**src/rtl/cdq_pkg.sv**
```systemverilog
// Shared constants and types for the circular deque.
package cdq_pkg;

    localparam int STORE_DEPTH = 16;
    localparam int VALUE_BITS  = 32;
    localparam int CAP_W       = 5;
    localparam int FUNC_W      = 2;
    localparam int STATUS_W    = 2;
    localparam int IDX_W       = $clog2(STORE_DEPTH);
    localparam int CNT_W       = $clog2(STORE_DEPTH + 1);
    localparam int CW          = (CAP_W > CNT_W) ? CAP_W : CNT_W;

    localparam int IN_BITS     = FUNC_W + VALUE_BITS;
    localparam int IN_TDATA_W  = ((IN_BITS + 7) / 8) * 8;
    localparam int OUT_BITS    = STATUS_W + 2 + 2 * VALUE_BITS;
    localparam int OUT_TDATA_W = ((OUT_BITS + 7) / 8) * 8;

    localparam logic [FUNC_W-1:0] OP_PUSH_FRONT = 2'd0;
    localparam logic [FUNC_W-1:0] OP_PUSH_REAR  = 2'd1;
    localparam logic [FUNC_W-1:0] OP_POP_FRONT  = 2'd2;
    localparam logic [FUNC_W-1:0] OP_POP_REAR   = 2'd3;

    localparam logic [STATUS_W-1:0] ST_DONE      = 2'd0;
    localparam logic [STATUS_W-1:0] ST_OVERFLOW  = 2'd1;
    localparam logic [STATUS_W-1:0] ST_UNDERFLOW = 2'd2;

    typedef struct packed {
        logic exec;
        logic load;
    } cdq_cmd_t;

endpackage

```
**src/rtl/cdq_ctrl.sv**
```systemverilog
// Controller: sequences one item through update, store read and result load.
module cdq_ctrl
(
    input  logic              clk,
    input  logic              rst_n,
    input  logic              in_valid,
    output logic              in_ready,
    output logic              out_valid,
    input  logic              out_ready,
    output cdq_pkg::cdq_cmd_t cmd
);
    import cdq_pkg::*;

    localparam logic [1:0] S_IDLE = 2'd0;
    localparam logic [1:0] S_READ = 2'd1;
    localparam logic [1:0] S_LOAD = 2'd2;

    logic [1:0] state_reg;
    logic [1:0] state_next;
    logic       out_valid_reg;
    logic       out_valid_next;

    always_comb
    begin
        state_next     = state_reg;
        cmd.exec       = 1'b0;
        cmd.load       = 1'b0;
        case (state_reg)
            S_IDLE:
            begin
                if (in_valid)
                begin
                    cmd.exec   = 1'b1;
                    state_next = S_READ;
                end
            end
            S_READ:
            begin
                state_next = S_LOAD;
            end
            S_LOAD:
            begin
                if (!out_valid_reg || out_ready)
                begin
                    cmd.load   = 1'b1;
                    state_next = S_IDLE;
                end
            end
            default:
            begin
                state_next = S_IDLE;
            end
        endcase
        if (cmd.load)
            out_valid_next = 1'b1;
        else if (out_ready)
            out_valid_next = 1'b0;
        else
            out_valid_next = out_valid_reg;
    end

    always_ff @(posedge clk or negedge rst_n)
    begin
        if (!rst_n)
        begin
            state_reg     <= S_IDLE;
            out_valid_reg <= 1'b0;
        end
        else
        begin
            state_reg     <= state_next;
            out_valid_reg <= out_valid_next;
        end
    end

    assign in_ready  = (state_reg == S_IDLE);
    assign out_valid = out_valid_reg;

endmodule

```
**src/rtl/cdq_datapath.sv**
```systemverilog
// Datapath: entry store, end indices, count, capacity and result register.
module cdq_datapath
(
    input  logic                           clk,
    input  logic                           rst_n,
    input  cdq_pkg::cdq_cmd_t              cmd,
    input  logic [cdq_pkg::FUNC_W-1:0]     func,
    input  logic [cdq_pkg::VALUE_BITS-1:0] data_value,
    input  logic                           cfg_we,
    input  logic [cdq_pkg::CAP_W-1:0]      cfg_wdata,
    output logic [cdq_pkg::STATUS_W-1:0]   status,
    output logic                           is_empty,
    output logic                           is_full,
    output logic [cdq_pkg::VALUE_BITS-1:0] front_value,
    output logic [cdq_pkg::VALUE_BITS-1:0] rear_value
);
    import cdq_pkg::*;

    logic [VALUE_BITS-1:0] store_mem [STORE_DEPTH];

    logic [CAP_W-1:0]      cap_reg;
    logic [IDX_W-1:0]      head_reg;
    logic [IDX_W-1:0]      head_next;
    logic [IDX_W-1:0]      tail_reg;
    logic [IDX_W-1:0]      tail_next;
    logic [CNT_W-1:0]      cnt_reg;
    logic [CNT_W-1:0]      cnt_next;
    logic [STATUS_W-1:0]   st_reg;
    logic [STATUS_W-1:0]   st_next;
    logic [VALUE_BITS-1:0] rd_front_reg;
    logic [VALUE_BITS-1:0] rd_rear_reg;
    logic [STATUS_W-1:0]   status_reg;
    logic                  empty_reg;
    logic                  full_reg;
    logic [VALUE_BITS-1:0] front_reg;
    logic [VALUE_BITS-1:0] rear_reg;

    logic [CW-1:0]         cap_live;
    logic [IDX_W-1:0]      cap_last;
    logic                  wr_en;
    logic [IDX_W-1:0]      wr_addr;
    logic                  cur_empty;
    logic                  cur_full;

    always_comb
    begin
        cap_live = CW'(cap_reg);
        if (cap_live == CW'(0))
            cap_live = CW'(1);
        else if (cap_live > CW'(STORE_DEPTH))
            cap_live = CW'(STORE_DEPTH);
        cap_last = IDX_W'(cap_live - CW'(1));
    end

    always_comb
    begin
        head_next = head_reg;
        tail_next = tail_reg;
        cnt_next  = cnt_reg;
        st_next   = ST_DONE;
        wr_en     = 1'b0;
        wr_addr   = '0;
        if ((func == OP_PUSH_FRONT) || (func == OP_PUSH_REAR))
        begin
            if (CW'(cnt_reg) >= cap_live)
            begin
                st_next = ST_OVERFLOW;
            end
            else
            begin
                wr_en = 1'b1;
                if (cnt_reg == '0)
                begin
                    head_next = '0;
                    tail_next = '0;
                    wr_addr   = '0;
                end
                else if (func == OP_PUSH_FRONT)
                begin
                    head_next = (head_reg == '0) ? cap_last : head_reg - IDX_W'(1);
                    wr_addr   = head_next;
                end
                else
                begin
                    tail_next = (CW'(tail_reg) + CW'(1) >= cap_live) ? '0
                                : tail_reg + IDX_W'(1);
                    wr_addr   = tail_next;
                end
                cnt_next = cnt_reg + CNT_W'(1);
            end
        end
        else
        begin
            if (cnt_reg == '0)
            begin
                st_next = ST_UNDERFLOW;
            end
            else if (cnt_reg == CNT_W'(1))
            begin
                head_next = '0;
                tail_next = '0;
                cnt_next  = '0;
            end
            else
            begin
                if (func == OP_POP_FRONT)
                    head_next = (CW'(head_reg) + CW'(1) >= cap_live) ? '0
                                : head_reg + IDX_W'(1);
                else
                    tail_next = (tail_reg == '0) ? cap_last : tail_reg - IDX_W'(1);
                cnt_next = cnt_reg - CNT_W'(1);
            end
        end
    end

    always_ff @(posedge clk or negedge rst_n)
    begin
        if (!rst_n)
        begin
            cap_reg  <= CAP_W'(STORE_DEPTH);
            head_reg <= '0;
            tail_reg <= '0;
            cnt_reg  <= '0;
        end
        else if (cfg_we)
        begin
            cap_reg  <= cfg_wdata;
            head_reg <= '0;
            tail_reg <= '0;
            cnt_reg  <= '0;
        end
        else if (cmd.exec)
        begin
            head_reg <= head_next;
            tail_reg <= tail_next;
            cnt_reg  <= cnt_next;
        end
    end

    always_ff @(posedge clk)
    begin
        if (cmd.exec && wr_en)
            store_mem[wr_addr] <= data_value;
        rd_front_reg <= store_mem[head_reg];
        rd_rear_reg  <= store_mem[tail_reg];
        if (cmd.exec)
            st_reg <= st_next;
    end

    assign cur_empty = (cnt_reg == '0);
    assign cur_full  = (CW'(cnt_reg) >= cap_live);

    always_ff @(posedge clk)
    begin
        if (cmd.load)
        begin
            status_reg <= st_reg;
            empty_reg  <= cur_empty;
            full_reg   <= cur_full;
            front_reg  <= cur_empty ? '0 : rd_front_reg;
            rear_reg   <= cur_empty ? '0 : rd_rear_reg;
        end
    end

    assign status      = status_reg;
    assign is_empty    = empty_reg;
    assign is_full     = full_reg;
    assign front_value = front_reg;
    assign rear_value  = rear_reg;

endmodule

```
**src/rtl/circular_deque.sv**
```systemverilog
// Circular deque top level: stream ports, controller and datapath.
// Each item is one deque operation and gives one result item. The indices
// and the store write update at acceptance, the store is read at both ends
// through its registered read ports in the next cycle, and the result
// register loads after that once the output side is free. A new item is
// accepted only once the previous result has loaded, so items do not overlap.
// A capacity write empties the deque and must only occur while idle.
module circular_deque
(
    input  logic                             clk,
    input  logic                             rst_n,
    input  logic                             s_tvalid,
    output logic                             s_tready,
    // [1:0] func, [33:2] data_value, rest zero
    input  logic [cdq_pkg::IN_TDATA_W-1:0]   s_tdata,
    output logic                             m_tvalid,
    input  logic                             m_tready,
    // [1:0] status, [2] is_empty, [3] is_full, [35:4] front_value,
    // [67:36] rear_value, rest zero
    output logic [cdq_pkg::OUT_TDATA_W-1:0]  m_tdata,
    input  logic                             cfg_we,
    input  logic [cdq_pkg::CAP_W-1:0]        cfg_wdata
);
    import cdq_pkg::*;

    cdq_cmd_t              cmd;
    logic [STATUS_W-1:0]   status;
    logic                  is_empty;
    logic                  is_full;
    logic [VALUE_BITS-1:0] front_value;
    logic [VALUE_BITS-1:0] rear_value;

    cdq_ctrl u_ctrl
    (
        .clk       (clk),
        .rst_n     (rst_n),
        .in_valid  (s_tvalid),
        .in_ready  (s_tready),
        .out_valid (m_tvalid),
        .out_ready (m_tready),
        .cmd       (cmd)
    );

    cdq_datapath u_datapath
    (
        .clk         (clk),
        .rst_n       (rst_n),
        .cmd         (cmd),
        .func        (s_tdata[FUNC_W-1:0]),
        .data_value  (s_tdata[IN_BITS-1:FUNC_W]),
        .cfg_we      (cfg_we),
        .cfg_wdata   (cfg_wdata),
        .status      (status),
        .is_empty    (is_empty),
        .is_full     (is_full),
        .front_value (front_value),
        .rear_value  (rear_value)
    );

    always_comb
    begin
        m_tdata                = '0;
        m_tdata[OUT_BITS-1:0]  = {rear_value, front_value, is_full, is_empty, status};
    end

endmodule
```
**config.mk**
```make
export PLATFORM = sky130hd
export DESIGN_NAME = circular_deque
export DESIGN_NICKNAME = d
export VERILOG_FILES = /design/src/rtl/cdq_pkg.sv /design/src/rtl/cdq_ctrl.sv /design/src/rtl/cdq_datapath.sv /design/src/rtl/circular_deque.sv
export SDC_FILE = /design/constraint.sdc
export NUM_CORES = 1
export LEC_CHECK = 0
export BUFFER_PORTS_ARGS = -buffer_cell sky130_fd_sc_hd__clkbuf_2
export CAP_MARGIN = 25
export CORE_ASPECT_RATIO = 1.1
export CORE_MARGIN = 2
export CORE_UTILIZATION = 55
export CTS_CLUSTER_DIAMETER = 80
export CTS_CLUSTER_SIZE = 14
export DETAILED_ROUTE_END_ITERATION = 10
export GPL_ROUTABILITY_DRIVEN = 0
export PLACE_DENSITY = 0.72
export SETUP_SLACK_MARGIN = 0.02
export SLEW_MARGIN = 20
export SYNTH_ARGS = -nofsm -noshare
export SYNTH_HDL_FRONTEND = slang
export SYNTH_HIERARCHICAL = 1
export SYNTH_SLANG_ARGS = --single-unit
```
**constraint.sdc**
```tcl
create_clock -name clk -period 9.7 [get_ports clk]
set_clock_uncertainty 0.1 [all_clocks]
set_input_delay 1.94 -clock clk [delete_from_list [all_inputs] [get_ports clk]]
set_output_delay 1.94 -clock clk [all_outputs]
set_load 0.005 [all_outputs]
```
## Yosys cells after proc, flatten, opt, wreduce, memory -nomap -nowiden

Memory sizes are Yosys's and may differ from the RTL's. A register that Yosys moved wholly into a read port is not among the register bits.
Index checks and enable logic that the tools add are counted.

- $add $sub $neg: 9
- Order comparisons: 4
- Equal/unequal tests: 12
- Mux-type cells: 50
- Reductions and logical operators: 17

Operators by type and width:

| operator | count |
|---|---|
| 4-bit two-way mux | 26 |
| 5-bit two-way mux | 8 |
| 5-bit >= comparator | 3 |
| 4-bit by 1-bit subtractor with 4-bit output (second input constant) | 3 |
| 1-bit two-way mux | 11 |
| 4-bit by 1-bit adder with 5-bit output (second input constant) | 2 |
| 5-bit logical NOT | 2 |
| 5-bit AND reduction | 2 |
| 4-bit by 1-bit adder with 4-bit output (second input constant) | 2 |
| 4-bit logical NOT | 2 |
| 2-bit two-way mux | 4 |
| 4-bit by 3-bit inequality test with 1-bit output (second input constant) | 2 |
| 3-bit inequality test (second input constant) | 2 |
| 2-bit one-hot mux with 3 select lines | 1 |
| 5-bit by 1-bit adder with 5-bit output (second input constant) | 1 |
| 5-bit by 1-bit equality test with 1-bit output (second input constant) | 1 |
| 5-bit greater-than comparator (second input constant) | 1 |
| 5-bit by 1-bit subtractor with 5-bit output (second input constant) | 1 |
| 2-bit by 1-bit equality test with 1-bit output (second input constant) | 2 |
| 2-bit equality test (second input constant) | 2 |
| 2-bit logical NOT | 2 |
| 4-bit by 2-bit inequality test with 1-bit output (second input constant) | 1 |
| 2-bit nonzero test | 2 |
| 4-bit nonzero test | 1 |
| other kinds (7) | 8 |

- Register bits: 91
- RAM bits: 512
- Bits of input ports: 50
- Output and inout bits: 74
- Word-level logic and storage cells: 105
- Memories kept: 1

Memory list:

| memory | words | width | rd ports | clocked after Yosys merged registers in | write ports | RTL line | source |
|---|---|---|---|---|---|---|---|
| u_datapath.store_mem | 16 | 32 | 2 | 2 | 1 | cdq_datapath.sv:19 | `logic [VALUE_BITS-1:0] store_mem [STORE_DEPTH];` |

## Logic depth before layout (Yosys ltp)

Gate-level depths: netlist (run 1).

- Word-level depth: 11
- Depth in mapped cells: 12
- Mapped depth without buffers: 10

## Cells and area by module

Netlist (run 1), hierarchy kept.

By module, submodules not included:

| module | times used | cells each | area an instance (um^2) | seq. area each (um^2) |
|---|---|---|---|---|
| cdq_datapath | 1 | 1380 | 28909.0 | 19209.7 |
| cdq_ctrl | 1 | 13 | 142.6 | 75.1 |
| circular_deque | 1 | 7 | 48.8 | 0.0 |

## Worst setup path before layout (run 1)

Ideal clock, no wire load.

- Kind: in2reg
- Start point: input port s_tdata[1] (netlist bit)
- End point: memory u_datapath.store_mem[1][0], enable pin
- Setup time: 0.421 ns
- Arrival time: 4.451 ns
- Data required time: 9.179 ns
- Slack: 4.728 ns
- Cell stages on the path: 7
- Buffers on the path: 1
- Path through: buf_2 -> o21ba_2 -> nand2_1 -> o2bb2ai_1 -> o21bai_2 -> or3b_4 -> nor2_1

- Longest elaborated chain between the ends: 6
- Elaborated cells on any way between the ends: 11
- Those cells by class: eq/ne (1); mux (7); reduce/logical (3)

RTL lines:

| element | RTL line | source |
|---|---|---|
| start, declared | circular_deque.sv:15 | `input logic [cdq_pkg::IN_TDATA_W-1:0] s_tdata,` |
| 2-bit by 1-bit equality test with 1-bit output or 2-bit logical NOT (tied branches) | cdq_datapath.sv:63, cdq_datapath.sv:78 |  |
| 1-bit logical OR | cdq_datapath.sv:63 | `if ((func == OP_PUSH_FRONT) \|\| (func == OP_PUSH_REAR))` |
| 1-bit two-way mux | cdq_datapath.sv:63 |  |
| 1-bit logical AND | cdq_datapath.sv:142 | `if (cmd.exec && wr_en)` |
| 1-bit two-way mux | cdq_datapath.sv:142 |  |
| 1-bit two-way mux (not written as such) | cdq_datapath.sv:143 | `store_mem[wr_addr] <= data_value;` |
| end, declared | cdq_datapath.sv:19 |  |

Several ways; a longest one is shown, not always the timed one.

## Final worst setup path (run 1)

- Start point: register u_datapath.tail_reg[1]
- End point: memory u_datapath.store_mem[6][28], enable pin

- Longest elaborated chain between the ends: 7
- Elaborated cells on any way between the ends: 8
- Those cells by class: add/sub (2); order compare (1); mux (5)

RTL lines:

| element | RTL line | source |
|---|---|---|
| start, declared | cdq_datapath.sv:24 | `logic [IDX_W-1:0] tail_reg;` |
| start signal, assigned | cdq_datapath.sv:135 | `tail_reg <= tail_next;` |
| 4-bit by 1-bit adder with 5-bit output | cdq_datapath.sv:85 | `tail_next = (CW'(tail_reg) + CW'(1) >= cap_live) ? '0` |
| 5-bit >= comparator | cdq_datapath.sv:85 |  |
| 4-bit two-way mux (*) | cdq_datapath.sv:85 |  |
| 4-bit two-way mux (*) | cdq_datapath.sv:78 | `else if (func == OP_PUSH_FRONT)` |
| 4-bit two-way mux (*) | cdq_datapath.sv:72 | `if (cnt_reg == '0)` |
| 4-bit two-way mux (*) | cdq_datapath.sv:65 | `if (CW'(cnt_reg) >= cap_live)` |
| 4-bit two-way mux (*) | cdq_datapath.sv:63 |  |

Mark *: on every way between the ends. The rest lies on a longest branch, timed or not.

==> metrics.md, run 1 <==
| Metric | Value |
|---|---|
| GRT Total Usage | `0.2407` |
| Layout cells sized above 1 | `0.3689` |
| Asr flop ratio synth | `0.03148` |
| Reg2reg start | `u_datapath/tail_reg[1]` |
| Die area | `54770 um2` |
| Worst skew pair latency | `620 ps` |
| Most frequent CP cell | `ha_1` |
| DRT Pass-1 Iters | `7` |
| H-tree Lvls | `2` |
| RR Endpoint | `u_datapath/store_mem[6][28]` |
| Post-Synthesis Cells | `1400` |
| Core box area | `52410 um2` |
| Final max-slew violation count | `0` |
| Max FFs per register | `512` |
| First-pass GRT wire length | `95.88 mm` |
| Pleak | `10.03 nW` |
| CTS Buf Count | `53` |
| Vias | `14800` |
| CTS clk-pin slew, worst paths | `70 ps` |
| Layout Cells excl Fill | `2223` |
| Switching Share | `0.2636` |
| CP arrival | `4840 ps` |
| Final Hold Viols | `0` |
| Switching pwr | `0.001902 W` |
| Crit path from | `u_datapath/tail_reg[1]` |
| Final TNS setup | `0 ps` |
| Clock Sinks | `667` |
| CP required | `9860 ps` |
| Status | `finished clean` |
| DP HPWL | `33.91 mm` |
| Row Count | `88` |
| Fillers | `3629` |
| Die height | `245.3 um` |
| Synth Warn # | `6` |
| Area grow syn2layout | `9.992%` |
| Initial Utilization | `0.5552` |
| RSZ-0062 raised after global routing | `false` |
| Final period util | `0.4824` |
| Seq cells post-synth | `667` |
| Slowest cell on the critical path | `dfrtp_4` |
| Mean post-synth cell area | `20.79 um2` |
| CP endpoint kind | `flip-flop` |
| Largest Register | `u_datapath/store_mem` |
| Nets@finish | `1575` |
| Combinational Power Share | `0.226` |
| Power per cell area | `225.4 nW/um2` |
| Dpl cells | `2121` |
| # IOs | `124` |
| Multi-input logic area | `9385 um2` |
| Worst path max stage delay | `820 ps` |
| Max cap viols | `0` |
| Port bufs | `113` |
| Internal power | `0.005313 W` |
| Hold Path Class | `flip-flop to flip-flop` |
| Worst-case reg-to-reg path depth | `11` |
| CTS tree | `built` |
| Reg2reg setup slack | `5020 ps` |
| Max frequency | `0.2137 GHz` |
| PostCTS Resize Cnt | `0` |
| Initial antenna violation count | `2` |
| Vias in the first global route | `15180` |
| Post-CTS Setup Inserts | `0` |
| Synthesized cell area | `29100 um2` |
| Post-DR wirelength/cell | `28.86 um` |
| Critical-path maximum fanout | `36` |
| Critical path class | `flip-flop to flip-flop` |
| DRC viols | `0` |
| Vias per inst | `6.657` |
| CP Launch Type | `flip-flop` |
| Clk buf depth | `3` |
| Register area | `19300 um2` |
| Die X | `223.3 um` |
| Sequential power share | `0.496` |
| Last element of the critical path | `u_datapath/store_mem[6][28]` |
| IR drop worst, VDD | `0.1381 mV` |
| Post-synth EDFFs | `582` |
| Iteration-0 DRC Markers | `1503` |
| Clock root cell | `clkbuf_16` |
| CP Cell Sequence | `ha_1, xnor2_1, inv_1, ha_1, a21oi_1, o21ai_0, maj3_2, o21bai_2, or3b_4, nor2_4, buf_4` |
| Main synth FF type | `edfxtp_1` |
| Max_slew headroom | `0.2866` |
| WL final | `64.15 mm` |
| Final Setup Violations | `0` |
| Largest net degree at the start of global routing | `93` |
| Measured slew at the worst slew-check pin | `1070 ps` |
| Clk pwr share | `0.278` |
| Min Tclk post-route | `4679 ps` |
| Seq/Total Area, Yosys | `0.6627` |
| Yosys cell types | `70` |
| Antenna Violating Nets Remaining | `0` |
| Worst hold margin | `320.6 ps` |
| # diodes | `0` |
| Hold buffers post-CTS | `0` |
| Overflow after GRT | `0` |
==> layer usage <==
layer | vias up | GRT usage | share of wire | wire, um
li1 | 6117 | - | - | -
met1 | 8050 | 0.3402 | 0.41 | 25980
met2 | 540 | 0.4041 | 0.51 | 32900
met3 | 87 | 0.03196 | 0.063 | 4032
met4 | 4 | 0.06255 | 0.019 | 1203
met5 | - | 0 | 0.00034 | 22
==> critical path: cells and delay by family, from the launching register on <==
kind / cells / cell delay (ps)
XOR/XNOR: 1 / 220
flip-flops: 1 / 820
buffers and inverters: 2 / 630
adder cells (fa/ha/maj): 3 / 1070
AND/OR/NAND/NOR: 2 / 910
AO/OA/AOI/OAI: 3 / 560
==> final cells by class <==
type | count | share of cell area
clock inverter | 4 | 0.001407
sequential | 667 | 0.6031
inverter | 20 | 0.002345
tap | 675 | 0.02639
multi-input combinational | 619 | 0.2932
timing repair buffer | 143 | 0.02650
clock buffer | 95 | 0.04703
==> Yosys cell counts (15+ instances only) <==
cell	count	area share
mux4_2	320	0.25
nor2b_1	74	0.016
clkbuf_1	32	0.0041
buf_4	15	0.0039
nor2_1	31	0.0040
ha_1	21	0.0090
dfxtp_1	64	0.044
edfxtp_1	582	0.60
a21oi_1	16	0.0028
nand2_1	22	0.0028
inv_1	18	0.0023
dfrtp_1	20	0.017
buf_2	38	0.0065
==> worst min path at each step <==
stage | to | start | slack (ps) | depth (start not counted)
6_report | u_datapath/status[1] | u_datapath/st_reg[1] | 320 | 0
5_1_grt | u_datapath/status[1] | u_datapath/st_reg[1] | 330 | 0
4_1_cts | u_datapath/status[1] | u_datapath/st_reg[1] | 320 | 0
3_5_place_dp | u_datapath/status[1] | u_datapath/st_reg[1] | 300 | 0
3_3_place_gp | u_datapath/status[1] | u_datapath/st_reg[1] | 300 | 0
2_1_floorplan | u_datapath/status[0] | u_datapath/st_reg[0] | 300 | 0
==> cells by family (layout without fill, tap and decap cells) <==
| logic type | count (synthesis) | in the layout | share of synthesized area |
|---|---|---|---|
| simple gates | 174 | 174 | 0.03517 |
| fa+ha+maj | 24 | 24 | 0.01015 |
| other cells | 1 | 4 | 0.0001289 |
| compound gates | 85 | 85 | 0.02051 |
| flops | 667 | 667 | 0.6627 |
| mux | 325 | 325 | 0.2495 |
| buf+inv | 117 | 262 | 0.01969 |
| xor+xnor | 7 | 7 | 0.002107 |
==> power groups by stage <==
stage,combinational (W),sequential [W],clock (W)
final,0.00163,0.00358,0.00201
after global routing,0.00175,0.00361,0.00216
after CTS,0.00160,0.00362,0.00205
after detailed placement,0.00159,0.00368,0
after global placement,0.00157,0.00367,0
after floorplan,0.00130,0.00352,0
==> cells in the final DEF, fill, tap and decap left out, types with 5 or more instances in the layout <==
master / instances
a211oi_1: 7
a21oi_1: 15
buf_4: 26
clkbuf_1: 41
clkbuf_16: 54
clkbuf_2: 113
dfrtp_1: 14
dfrtp_4: 5
dfxtp_1: 64
edfxtp_1: 582
ha_1: 21
inv_1: 18
mux4_2: 320
nand2_1: 22
nand2b_1: 7
nand3_1: 7
nor2_1: 16
nor2_4: 15
nor2b_1: 73
o21ai_0: 12
o21ai_1: 7
==> stage by stage <==
step                setup WS, ps  area (um2)    util  total power (W)
floorplan                   4728       29110       -         0.004815
CTS                         4642       31940  0.6094         0.007264
global route                4837       32010  0.6107         0.007521
global placement            4706       30390  0.5799         0.005246
finish                      5021       32010  0.6107         0.007216
detailed placement          4639       30390  0.5799         0.005271
(Power assumes the default switching activity.)
==> run 2: changes to the inputs <==
==> constraint.sdc (replaced) <==
create_clock -name clk -period 4.5 [get_ports clk]
set_clock_uncertainty 0.1 [all_clocks]
set_input_delay 0.9 -clock clk [delete_from_list [all_inputs] [get_ports clk]]
set_output_delay 0.9 -clock clk [all_outputs]
set_load 0.005 [all_outputs]
==> metrics.md, run 2 (synthesis gave the netlist of run 1 again) <==
| Metric | Value |
|---|---|
| Reg2reg setup slack | `210 ps` |
| DRC viols | `0` |
| GR Util met2 | `0.4171` |
| Die X | `223.3 um` |
| H-tree Lvls | `2` |
| Cell Area, Placed | `30610 um2` |
| Post-DR wirelength/cell | `29.03 um` |
| # diodes | `0` |
| Status | `finished clean` |
| Clock Sinks | `667` |
| Pleak | `10.13 nW` |
| Row Count | `88` |
| GRT Total Usage | `0.2448` |
| CTS clk-pin slew, worst paths | `70 ps` |
| WL final | `64.99 mm` |
| Final Setup Violations | `0` |
| Final max-slew violation count | `0` |
| Hold buffers post-CTS | `0` |
| Final period util | `0.9533` |
| Measured slew at the worst slew-check pin | `1117 ps` |
| Core box area | `52410 um2` |
| PostCTS Resize Cnt | `0` |
| First-pass GRT wire length | `97.36 mm` |
| Final TNS setup | `0 ps` |
| Vias | `14790` |
| # IOs | `124` |
| Critical-path maximum fanout | `13` |
| Area grow syn2layout | `10.62%` |
| Largest net degree at the start of global routing | `133` |
| Max_slew headroom | `0.2545` |
| RSZ-0062 raised after global routing | `false` |
| Commonest cells after routing, fill and taps aside | `edfxtp_1, mux4_2, clkbuf_2, nor2b_1, dfxtp_1` |
| Antenna Violating Nets Remaining | `0` |
| Die area | `54770 um2` |
| Critical path class | `flip-flop to flip-flop` |
| Worst-case reg-to-reg path depth | `11` |
| Clock root cell | `clkbuf_16` |
| Core Util, Final | `0.6142` |
| Grt peak-use layer | `met2` |
| Most common cell after layout, fill and taps aside | `edfxtp_1` |
| Vias per inst | `6.607` |
| Clk buf depth | `3` |
| Iteration-0 DRC Markers | `1506` |
| RR Endpoint | `u_datapath/store_mem[0][19]` |
| Met3 Use GR | `0.03807` |
| GR Util met1 | `0.3311` |
| Hold Path Class | `primary input to async pin` |
| Final Hold Viols | `0` |
| CP Launch Type | `flip-flop` |
| Worst skew pair latency | `610 ps` |
| Min Tclk post-route | `4290 ps` |
| CTS Buf Count | `53` |
| Post-route cell area | `32190 um2` |
| CP required | `4730 ps` |
| Nets@finish | `1592` |
| CP arrival | `4520 ps` |
| Reg2reg start | `u_datapath/tail_reg[0]` |
| Max frequency | `0.2331 GHz` |
| Vias in the first global route | `15570` |
| Initial Utilization | `0.5552` |
| Port bufs | `113` |
| Fillers | `3658` |
| Largest Register | `u_datapath/store_mem` |
| Layout cells sized above 1 | `0.3760` |
| DRT Pass-1 Iters | `5` |
| Overflow after GRT | `0` |
| Post-CTS Setup Inserts | `0` |
| Power per cell area | `484.1 nW/um2` |
| CTS tree | `built` |
| Max FFs per register | `512` |
| IR drop worst, VDD | `0.3467 mV` |
| Die height | `245.3 um` |
| CP endpoint kind | `flip-flop` |
| Max cap viols | `0` |
| Crit path from | `u_datapath/tail_reg[0]` |
| DP HPWL | `35.82 mm` |
| Initial antenna violation count | `2` |
[run 2: cell types whose count changed in the layout (fill, tap and decap cells not counted), sizes merged]
cell,delta
buf,+16
nor2,+1
clkinvlp,+1
clkbuf,+1
clkinv,-3
[run 2: routing by layer]
layer  wire length [um]  share of wire  vias to the layer above
met5                 24        0.00037                        -
met4               1854          0.029                        4
met3               4331          0.067                      115
met2              33130           0.51                      623
met1              25640           0.39                     7896
li1                   -              -                     6156
[run 2: cell type report]
type,instances,area [um2],area share
clock inverter,2,16.27,0.0005053
sequential,667,19300,0.5996
inverter,20,75.07,0.002332
tap,675,844.6,0.02624
multi-input combinational,620,9392,0.2917
timing repair buffer,159,1031,0.03203
clock buffer,96,1530,0.04754
[run 2: worst max-delay path: stages, from the launching register on]
cell and delay, ps:
dfrtp_4 510, ha_1 270, xnor2_1 270, inv_1 110
ha_1 320, a21oi_1 200, o21ai_0 200, maj3_2 390
a211o_1 320, a211oi_1 710, nor2_4 260, buf_4 310
[run 2: through the flow]
step	cells	power (W)	setup slack (ps)	hold WS (ps)
6_report	2239	0.01558	210.3	160.3
5_1_grt	2239	0.01624	151.6	184.6
4_1_cts	2237	0.01572	207.4	147.6
3_5_place_dp	2139	0.01138	263.8	312.3
3_3_place_gp	2139	0.01132	348.7	308.3
2_1_floorplan	1403	0.01038	-276.4	300.3
[run 2: how the worst max path moves through the flow]
stage	end	slack (ps)	cells past startpoint
2_1_floorplan	u_datapath/store_mem[10][0]	-280	12
3_3_place_gp	u_datapath/store_mem[0][25]	350	11
3_5_place_dp	u_datapath/store_mem[0][25]	260	11
4_1_cts	u_datapath/store_mem[0][19]	210	11
5_1_grt	u_datapath/store_mem[0][19]	150	11
6_report	u_datapath/store_mem[0][19]	210	11
[run 2: power by group]
part	internal, W	switching (W)	total, W
combinational	0.00186	0.00181	0.00367
sequential	0.00733	0.000229	0.00756
clock	0.00229	0.00207	0.00435
total	0.0115	0.00410	0.0156
